===== src/design/scan_disk_request_scheduler_unit_assert.svh =====
// Assertion macros used by the scheduler top level.
`ifndef SCAN_DISK_REQUEST_SCHEDULER_UNIT_ASSERT_SVH
`define SCAN_DISK_REQUEST_SCHEDULER_UNIT_ASSERT_SVH

`ifndef SYNTH
// Same-cycle implication.
`define SDRS_ASSERT_IMP(lbl, clk, rst_n, ante, cons) \
	lbl: assert property (@(posedge clk) disable iff (!rst_n) (ante) |-> (cons)) \
		else $error("sdrs assertion failed");
// Next-cycle implication.
`define SDRS_ASSERT_NXT(lbl, clk, rst_n, ante, cons) \
	lbl: assert property (@(posedge clk) disable iff (!rst_n) (ante) |=> (cons)) \
		else $error("sdrs assertion failed");
`else
`define SDRS_ASSERT_IMP(lbl, clk, rst_n, ante, cons)
`define SDRS_ASSERT_NXT(lbl, clk, rst_n, ante, cons)
`endif

`endif


===== src/design/sdrs_pkg.sv =====
`default_nettype none
package sdrs_pkg;

	localparam int CYL_W    = 16;
	localparam int SEEK_W   = 17;
	localparam int TRAVEL_W = 18;
	localparam int PADDR_W  = 3;
	localparam int PDATA_W  = 32;

	localparam logic REQ_LOAD = 1'b0;
	localparam logic REQ_RUN  = 1'b1;
	localparam logic DIR_DOWN = 1'b0;
	localparam logic DIR_UP   = 1'b1;

	localparam logic [PADDR_W-3:0] REG_MAX_CYL   = '0;
	localparam logic [CYL_W-1:0]   MAX_CYL_RESET = '1;

	// controller -> datapath
	typedef struct packed {
		logic load;
		logic run_init;
		logic emit_empty;
		logic scan;
		logic serve;
		logic edge_move;
	} ctl_t;

	// datapath -> controller
	typedef struct packed {
		logic count_zero;
		logic scan_done;
		logic found;
		logic last;
	} sts_t;

endpackage
`default_nettype wire


===== src/design/sdrs_regs.sv =====
`default_nettype none
module sdrs_regs (
	input  wire logic                          clk,
	input  wire logic                          arst_n,
	input  wire logic                          psel,
	input  wire logic                          penable,
	input  wire logic                          pwrite,
	input  wire logic [sdrs_pkg::PADDR_W-1:0]  paddr,
	input  wire logic [sdrs_pkg::PDATA_W-1:0]  pwdata,
	output logic      [sdrs_pkg::PDATA_W-1:0]  prdata,
	output logic                               pready,
	output logic      [sdrs_pkg::CYL_W-1:0]    max_cyl
);

	logic [sdrs_pkg::CYL_W-1:0]     max_cyl_q;
	logic [sdrs_pkg::PADDR_W-3:0]   reg_idx;
	logic                           wr_en;

	assign reg_idx = paddr[sdrs_pkg::PADDR_W-1:2];
	assign pready  = 1'b1;
	assign wr_en   = psel && penable && pwrite && (reg_idx == sdrs_pkg::REG_MAX_CYL);

	always_ff @(posedge clk or negedge arst_n) begin
		if (!arst_n) begin
			max_cyl_q <= sdrs_pkg::MAX_CYL_RESET;
		end else if (wr_en) begin
			max_cyl_q <= pwdata[sdrs_pkg::CYL_W-1:0];
		end
	end

	always_comb begin
		prdata = '0;
		if (reg_idx == sdrs_pkg::REG_MAX_CYL) begin
			prdata[sdrs_pkg::CYL_W-1:0] = max_cyl_q;
		end
	end

	assign max_cyl = max_cyl_q;

endmodule
`default_nettype wire


===== src/design/sdrs_dp.sv =====
`default_nettype none
module sdrs_dp #(
	parameter int MAX_REQ = 64
) (
	input  wire logic                          clk,
	input  wire logic                          arst_n,
	input  wire sdrs_pkg::ctl_t                ctl,
	output sdrs_pkg::sts_t                     sts,
	input  wire logic [sdrs_pkg::CYL_W-1:0]    cylinder,
	input  wire logic                          direction,
	input  wire logic [sdrs_pkg::CYL_W-1:0]    max_cyl,
	output logic                               strobe,
	output logic      [sdrs_pkg::CYL_W-1:0]    served_cylinder,
	output logic      [sdrs_pkg::SEEK_W-1:0]   seek_total,
	output logic                               last_of_run,
	output logic                               queue_empty
);

	localparam int IW = $clog2(MAX_REQ);
	localparam int CW = $clog2(MAX_REQ + 1);
	localparam logic [CW-1:0] MAX_CNT = CW'(MAX_REQ);

	logic [sdrs_pkg::CYL_W-1:0] mem [MAX_REQ];

	logic [CW-1:0]                 count_q, ptr_q, k_q;
	logic                          vld_s1;
	logic [IW-1:0]                 idx_s1;
	logic [sdrs_pkg::CYL_W-1:0]    rdata_s1;
	logic                          best_vld_q, have_last_q, phase2_q, up_q;
	logic [sdrs_pkg::CYL_W-1:0]    best_v_q, last_v_q, start_q, head_q;
	logic [IW-1:0]                 best_i_q, last_i_q;
	logic [sdrs_pkg::TRAVEL_W-1:0] travel_q, travel_srv;
	logic                          strobe_q, out_last_q, out_empty_q;
	logic [sdrs_pkg::CYL_W-1:0]    out_cyl_q;
	logic [sdrs_pkg::SEEK_W-1:0]   out_seek_q;

	logic                          full, issue, asc, in_region, after_last, better, take;
	logic                          last_srv;
	logic [sdrs_pkg::CYL_W-1:0]    step_dist;

	assign full  = (count_q == MAX_CNT);
	assign issue = ctl.scan && (ptr_q != count_q);
	assign asc   = up_q ^ phase2_q;

	// sweep side of the current phase relative to the start position
	always_comb begin
		case ({up_q, phase2_q})
			2'b10:   in_region = rdata_s1 >= start_q;
			2'b11:   in_region = rdata_s1 <  start_q;
			2'b00:   in_region = rdata_s1 <= start_q;
			default: in_region = rdata_s1 >  start_q;
		endcase
	end

	// order is (value, index), value ascending or descending, index ascending
	assign after_last = !have_last_q
		|| (asc ? (rdata_s1 > last_v_q) : (rdata_s1 < last_v_q))
		|| ((rdata_s1 == last_v_q) && (idx_s1 > last_i_q));
	assign better = !best_vld_q || (asc ? (rdata_s1 < best_v_q) : (rdata_s1 > best_v_q));
	assign take   = vld_s1 && in_region && after_last && better;

	assign step_dist  = (best_v_q >= head_q) ? (best_v_q - head_q) : (head_q - best_v_q);
	assign travel_srv = travel_q + sdrs_pkg::TRAVEL_W'(step_dist);
	assign last_srv   = ((k_q + CW'(1)) == count_q);

	assign sts.count_zero = (count_q == '0);
	assign sts.scan_done  = (ptr_q == count_q) && !vld_s1;
	assign sts.found      = best_vld_q;
	assign sts.last       = last_srv;

	always_ff @(posedge clk) begin
		if (ctl.load && !full) begin
			mem[count_q[IW-1:0]] <= cylinder;
		end
		rdata_s1 <= mem[ptr_q[IW-1:0]];
		idx_s1   <= ptr_q[IW-1:0];
	end

	always_ff @(posedge clk or negedge arst_n) begin
		if (!arst_n) begin
			count_q     <= '0;
			ptr_q       <= '0;
			k_q         <= '0;
			vld_s1      <= 1'b0;
			best_vld_q  <= 1'b0;
			have_last_q <= 1'b0;
			phase2_q    <= 1'b0;
			up_q        <= 1'b0;
			head_q      <= '0;
			travel_q    <= '0;
			strobe_q    <= 1'b0;
		end else begin
			strobe_q <= ctl.serve || ctl.emit_empty;
			vld_s1   <= issue;
			if (issue) begin
				ptr_q <= ptr_q + CW'(1);
			end
			if (take) begin
				best_vld_q <= 1'b1;
			end
			if (ctl.load && !full) begin
				count_q <= count_q + CW'(1);
			end
			if (ctl.run_init) begin
				head_q      <= cylinder;
				up_q        <= direction;
				travel_q    <= '0;
				k_q         <= '0;
				phase2_q    <= 1'b0;
				have_last_q <= 1'b0;
				ptr_q       <= '0;
				best_vld_q  <= 1'b0;
			end
			if (ctl.serve) begin
				travel_q    <= travel_srv;
				head_q      <= best_v_q;
				have_last_q <= 1'b1;
				k_q         <= k_q + CW'(1);
				ptr_q       <= '0;
				best_vld_q  <= 1'b0;
				if (last_srv) begin
					count_q <= '0;
				end
			end
			if (ctl.edge_move) begin
				phase2_q    <= 1'b1;
				have_last_q <= 1'b0;
				ptr_q       <= '0;
				best_vld_q  <= 1'b0;
				if (up_q == sdrs_pkg::DIR_UP) begin
					if (max_cyl > head_q) begin
						travel_q <= travel_q + sdrs_pkg::TRAVEL_W'(max_cyl - head_q);
						head_q   <= max_cyl;
					end
				end else begin
					travel_q <= travel_q + sdrs_pkg::TRAVEL_W'(head_q);
					head_q   <= '0;
				end
			end
		end
	end

	always_ff @(posedge clk) begin
		if (take) begin
			best_v_q <= rdata_s1;
			best_i_q <= idx_s1;
		end
		if (ctl.run_init) begin
			start_q <= cylinder;
		end
		if (ctl.serve) begin
			last_v_q    <= best_v_q;
			last_i_q    <= best_i_q;
			out_cyl_q   <= best_v_q;
			out_seek_q  <= travel_srv[sdrs_pkg::SEEK_W-1:0];
			out_last_q  <= last_srv;
			out_empty_q <= 1'b0;
		end
		if (ctl.emit_empty) begin
			out_cyl_q   <= '0;
			out_seek_q  <= '0;
			out_last_q  <= 1'b1;
			out_empty_q <= 1'b1;
		end
	end

	assign strobe          = strobe_q;
	assign served_cylinder = out_cyl_q;
	assign seek_total      = out_seek_q;
	assign last_of_run     = out_last_q;
	assign queue_empty     = out_empty_q;

endmodule
`default_nettype wire


===== src/design/sdrs_ctrl.sv =====
`default_nettype none
module sdrs_ctrl (
	input  wire logic           clk,
	input  wire logic           arst_n,
	input  wire logic           start,
	input  wire logic           req_type,
	input  wire sdrs_pkg::sts_t sts,
	output sdrs_pkg::ctl_t      ctl,
	output logic                busy
);

	typedef enum logic [3:0] {
		ST_IDLE  = 4'b0001,
		ST_SCAN  = 4'b0010,
		ST_PICK  = 4'b0100,
		ST_EMPTY = 4'b1000
	} state_t;

	state_t state_q, state_nxt;

	always_comb begin
		ctl       = '0;
		state_nxt = state_q;
		case (state_q)
			ST_IDLE: begin
				if (start) begin
					if (req_type == sdrs_pkg::REQ_RUN) begin
						ctl.run_init = 1'b1;
						state_nxt    = sts.count_zero ? ST_EMPTY : ST_SCAN;
					end else begin
						ctl.load = 1'b1;
					end
				end
			end
			ST_SCAN: begin
				ctl.scan = 1'b1;
				if (sts.scan_done) begin
					state_nxt = ST_PICK;
				end
			end
			ST_PICK: begin
				if (sts.found) begin
					ctl.serve = 1'b1;
					state_nxt = sts.last ? ST_IDLE : ST_SCAN;
				end else begin
					// nothing left on the first side: go to the edge and turn
					ctl.edge_move = 1'b1;
					state_nxt     = ST_SCAN;
				end
			end
			ST_EMPTY: begin
				ctl.emit_empty = 1'b1;
				state_nxt      = ST_IDLE;
			end
			default: begin
				state_nxt = ST_IDLE;
			end
		endcase
	end

	always_ff @(posedge clk or negedge arst_n) begin
		if (!arst_n) begin
			state_q <= ST_IDLE;
		end else begin
			state_q <= state_nxt;
		end
	end

	assign busy = (state_q != ST_IDLE);

endmodule
`default_nettype wire


===== src/design/scan_disk_request_scheduler_unit.sv =====
// Load beat: one per cycle while idle. A run with N stored requests emits N results;
// each comes from a scan with one store read per entry through the single read port,
// a read stage and a compare stage, then a pick state, plus another scan at the reversal.
// Empty run: one result via the empty state. Results are strobed one cycle each.
// Reset (arst_n low) empties the store, sets max_cylinder to 65535, returns to idle.
`default_nettype none
`include "scan_disk_request_scheduler_unit_assert.svh"
module scan_disk_request_scheduler_unit #(
	parameter int MAX_REQ = 64
) (
	input  wire logic                          clk,
	input  wire logic                          arst_n,
	input  wire logic                          start,
	output logic                               busy,
	input  wire logic                          req_type,
	input  wire logic [sdrs_pkg::CYL_W-1:0]    cylinder,
	input  wire logic                          direction,
	output logic                               strobe,
	output logic      [sdrs_pkg::CYL_W-1:0]    served_cylinder,
	output logic      [sdrs_pkg::SEEK_W-1:0]   seek_total,
	output logic                               last_of_run,
	output logic                               queue_empty,
	input  wire logic                          psel,
	input  wire logic                          penable,
	input  wire logic                          pwrite,
	input  wire logic [sdrs_pkg::PADDR_W-1:0]  paddr,
	input  wire logic [sdrs_pkg::PDATA_W-1:0]  pwdata,
	output logic      [sdrs_pkg::PDATA_W-1:0]  prdata,
	output logic                               pready
);

	sdrs_pkg::ctl_t             ctl;
	sdrs_pkg::sts_t             sts;
	logic [sdrs_pkg::CYL_W-1:0] max_cyl;

	sdrs_regs u_regs (
		.clk     (clk),
		.arst_n  (arst_n),
		.psel    (psel),
		.penable (penable),
		.pwrite  (pwrite),
		.paddr   (paddr),
		.pwdata  (pwdata),
		.prdata  (prdata),
		.pready  (pready),
		.max_cyl (max_cyl)
	);

	sdrs_ctrl u_ctrl (
		.clk      (clk),
		.arst_n   (arst_n),
		.start    (start),
		.req_type (req_type),
		.sts      (sts),
		.ctl      (ctl),
		.busy     (busy)
	);

	sdrs_dp #(
		.MAX_REQ (MAX_REQ)
	) u_dp (
		.clk             (clk),
		.arst_n          (arst_n),
		.ctl             (ctl),
		.sts             (sts),
		.cylinder        (cylinder),
		.direction       (direction),
		.max_cyl         (max_cyl),
		.strobe          (strobe),
		.served_cylinder (served_cylinder),
		.seek_total      (seek_total),
		.last_of_run     (last_of_run),
		.queue_empty     (queue_empty)
	);

	`SDRS_ASSERT_IMP(a_empty_is_last, clk, arst_n, strobe && queue_empty, last_of_run)
	`SDRS_ASSERT_IMP(a_last_frees, clk, arst_n, strobe && last_of_run, !busy)
	`SDRS_ASSERT_NXT(a_run_goes_busy, clk, arst_n, start && !busy && req_type, busy)
	`SDRS_ASSERT_NXT(a_load_no_result, clk, arst_n, start && !busy && !req_type, !strobe)

endmodule
`default_nettype wire


===== config.mk =====
export PLATFORM = sky130hd
export DESIGN_NAME = scan_disk_request_scheduler_unit
export DESIGN_NICKNAME = d
export VERILOG_FILES = /design/src/design/sdrs_pkg.sv /design/src/design/sdrs_regs.sv /design/src/design/sdrs_dp.sv /design/src/design/sdrs_ctrl.sv /design/src/design/scan_disk_request_scheduler_unit.sv
export VERILOG_INCLUDE_DIRS = /design/src /design/src/design
export SDC_FILE = /design/constraint.sdc
export NUM_CORES = 1
export LEC_CHECK = 0
export ABC_CLOCK_PERIOD_IN_PS = 4700
export BUFFER_PORTS_ARGS = -buffer_cell sky130_fd_sc_hd__buf_2
export CORE_ASPECT_RATIO = 0.5
export CORE_MARGIN = 2
export CORE_UTILIZATION = 56
export DETAILED_ROUTE_END_ITERATION = 8
export GPL_TIMING_DRIVEN = 0
export PLACE_DENSITY = 0.74
export SYNTH_ARGS = -nofsm -noshare
export SYNTH_HDL_FRONTEND = slang
export SYNTH_HIERARCHICAL = 1
export SYNTH_SLANG_ARGS = --single-unit

===== constraint.sdc =====
create_clock -name clk -period 4.7 [get_ports clk]
set_input_delay 0.94 -clock clk [delete_from_list [all_inputs] [get_ports clk]]
set_output_delay 0.94 -clock clk [all_outputs]
set_load 0.05 [all_outputs]

==> flow_metrics.py <==
metrics = {
    "place": {
        "pre_cts_slack_ps": -798.7,
        "port_buffers": 93,
        "dp_hpwl_mm": 91.45,
        "place_congestion": 0.9229,
    },
    "floorplanning": {
        "die-width_um": 438.3,
        "initial_utilization": 0.5667,
        "rows": 79,
        "fp.dieH_um": 221.2,
        "dieArea_mm2": 0.09694,
        "coreArea_mm2": 0.09321,
        "io_pins": 129,
    },
    "sta": {
        "fin_ws_ps": 144.7,
        "clock_skew_ps": 43.80,
        "fin_crit_ps": 4555,
        "max_freq_mhz": 219.5,
        "post-route-period-util": 0.9692,
        "hold_viol_final": 0,
        "worst_hold_slack_ps": 181.3,
        "tightest_slew_ps": 1385,
        "finalSetupViolCount": 0,
        "tns_ps": 0,
        "slew_violations": 0,
        "relSlewSlack": 0.07689,
    },
    "worst_setup_path": {
        "cp-start-kind": "register",
        "r2r.worst_path.cells": 19,
        "crit_path_end_kind": "register",
        "cp_slowest_cell": "dfrtp_2",
        "crit_chain": "ha_2, inv_1, fa_2, nand3_2, a211oi_4, nor3_2, a21oi_4, buf_6, buf_8, mux2i_1, xnor2_2, ha_1, or3_1, nor3_4, nor2_1, xor2_1, a22oi_1, o22ai_1, a221o_1",
        "r2r-end": "u_dp/travel_q[7]",
        "max_stage_delay_ps": 480,
        "cp.required_ps": 5260,
        "rr_startpoint": "u_dp/head_q[0]",
        "cp_data_arrival_time_ps": 5120,
        "critical_path_class": "register to register",
        "ff2ff_setup_slack_ps": 140,
        "cp_max_fo": 10,
    },
    "synth": {
        "synth_warnings": 6,
        "synthTopCellsByArea": "edfxtp_1 62%, mux4_2 14%, ha_1 3.7%",
        "synth_top_cell_by_area": "edfxtp_1",
        "avgSynthCellArea_um2": 17.68,
        "synth_flop_cell": "edfxtp_1",
        "syn_inst": 2988,
        "synthAdderAreaFrac": 0.03946,
        "muxShareOfSynthArea": 0.1580,
        "synth_compound_area_frac": 0.04600,
        "seq_area_frac_synth": 0.6762,
        "ys_types": 85,
        "synth_top_family_by_area": "multiplexers",
        "synthArstFlopShare": 0.06552,
        "yosys.area_share.simple": 0.04179,
        "synthesis.area_mm2": 0.05282,
        "synth_edf_count": 1084,
        "synth_seq_cells": 1221,
        "synth_xor_area_frac": 0.01658,
        "synth_top_area_share": 0.6163,
    },
    "global_route": {
        "grt_pass1_wl_mm": 201.7,
        "grt_use_total": 0.2885,
        "grt_max_degree": 67,
        "grt_overflow": 0,
        "antenna_found_initial": 11,
        "grt_pass1_vias": 29630,
    },
    "job": {
        "cap_violations": 0,
    },
    "routing": {
        "via_count": 29820,
        "drc_errors": 0,
        "drt_iter0_markers": 3486,
        "vias_per_cell": 6.470,
        "antenna_left": 0,
        "wl_per_cell_um": 30.05,
        "dr.pass1.iters": 5,
        "wirelength_mm": 138.5,
    },
    "clocking": {
        "clock_sinks": 1221,
        "cts-htree-levels": 3,
        "clk_latency_ps": 720,
        "cts_buffers": 104,
        "cts_tree": "built",
        "cts-root-buf": "clkbuf_16",
        "path_clk_slew_ps": 70,
        "cts_buffer_depth": 3,
    },
    "finish": {
        "drive_above_1_share": 0.2580,
        "layout_commonest_cell": "edfxtp_1",
        "area.growth.synth_to_final_pct": 12.71,
        "final_cell_mix": "1,084 x edfxtp_1, 336 x mux4_2, 152 x ha_1, 150 x nor2_1, 117 x a21oi_1",
        "fillers": 6261,
        "nets": 3486,
        "fin_util": 0.6387,
    },
    "power_and_ir_drop": {
        "leakage_uw": 0.02004,
        "p_per_area_mw_per_mm2": 535.1,
        "vdd_ir_drop_max_mv": 0.3692,
    },
    "min_path": {
        "hold_class": "primary input to async pin",
    },
    "status": {
        "status": "finished, final reports clean",
    },
}
## power breakdown
group / internal, uW / switching, uW
clock network: 4730 / 3970
logic: 4420 / 6020
registers: 12200 / 517
total: 21300 / 10500
## worst max-delay path by stage
stage | start | endpoint | slack [ps]
global placement | u_dp/head_q[1] | u_dp/travel_q[16] | -780
CTS | u_dp/head_q[13] | u_dp/travel_q[16] | 0.6
floorplan | u_dp/best_v_q[0] | u_dp/travel_q[7] | 380
finish | u_dp/head_q[0] | u_dp/travel_q[7] | 140
detailed placement | u_dp/head_q[1] | u_dp/travel_q[7] | -800
global route | u_dp/best_v_q[3] | u_dp/travel_q[7] | -30
## through the flow
step | std cells | power, uW | area, um^2
6_report | 4609 | 31850 | 59530
5_1_grt | 4604 | 33150 | 59520
4_1_cts | 4598 | 31540 | 59250
3_3_place_gp | 4351 | 22580 | 54910
2_1_floorplan | 3003 | 19780 | 52880
3_5_place_dp | 4389 | 22780 | 55630
## metal layers
metal  global-route usage  vias up  share of wire
li1                     -    12430              -
met3              0.06970      286           0.11
met4               0.1090        6          0.043
met5                    0        -        0.00032
met2               0.4364     1671           0.46
met1               0.4115    15430           0.39
## timing repair
action | in CTS | in global routing
pin swaps | 3 | 9
setup buffers | 19 | 5
resized for setup | 24 | 38
setup endpoints to repair | 27 | 16
hold buffers | 0 | 0
hold endpoints to repair | 0 | 0
## cell families after synthesis
kind of cell,after synthesis
muxes,408
DFF,1221
buffers and inverters,260
AOI/OAI and AO/OA,374
adders and majority gates,163
other,2
xor gates and xnor gates,100
and+or+nand+nor,460
## Yosys cell counts (all sizes together) (24+ instances only)
| library cell | count |
|---|---|
| a21o | 41 |
| a21oi | 122 |
| buf | 79 |
| clkbuf | 77 |
| dfrtp | 63 |
| dfxtp | 57 |
| edfxtp | 1084 |
| ha | 157 |
| inv | 104 |
| mux2i | 54 |
| mux4 | 336 |
| nand2 | 74 |
| nand3 | 32 |
| nor2 | 213 |
| nor2b | 33 |
| o21ai | 55 |
| o22ai | 24 |
| xnor2 | 64 |
| xor2 | 36 |
## sequential cells by signal, summed over array words and instances, names as in the netlist, 7 cells and up
name	cells
u_dp/mem	1024
u_dp/head_q	16
u_regs/max_cyl	16
u_dp/travel_q	17
u_dp/count_q	7
u_dp/ptr_q	7
u_dp/seek_total	17
u_dp/best_v_q	16
u_dp/k_q	7
u_dp/last_v_q	16
u_dp/served_cylinder	16
u_dp/rdata_s1	16
u_dp/start_q	16
## worst max-delay path: cells and delay by family (launching register included)
kind / cells / cell delay (ps)
AO/OA/AOI/OAI: 5 / 1220
AND/OR/NAND/NOR: 5 / 1010
adder cells (fa/ha/maj): 3 / 690
flip-flops: 1 / 480
buffers and inverters: 3 / 420
XOR/XNOR: 2 / 310
multiplexers: 1 / 300
## area by class of cell
class,instances,area (um^2),share of cell area
Multi-Input combinational cell,1522,16390,0.2753
Clock buffer,126,2728,0.04582
Antenna cell,5,12.51,0.0002102
Timing Repair Buffer,156,1257,0.02112
Tap cell,1255,1570,0.02638
Clock inverter,65,675.6,0.01135
Inverter,104,394.1,0.006620
Sequential cell,1221,35730,0.6002
Buffer,155,773.2,0.01299
(Power assumes the default switching activity.)
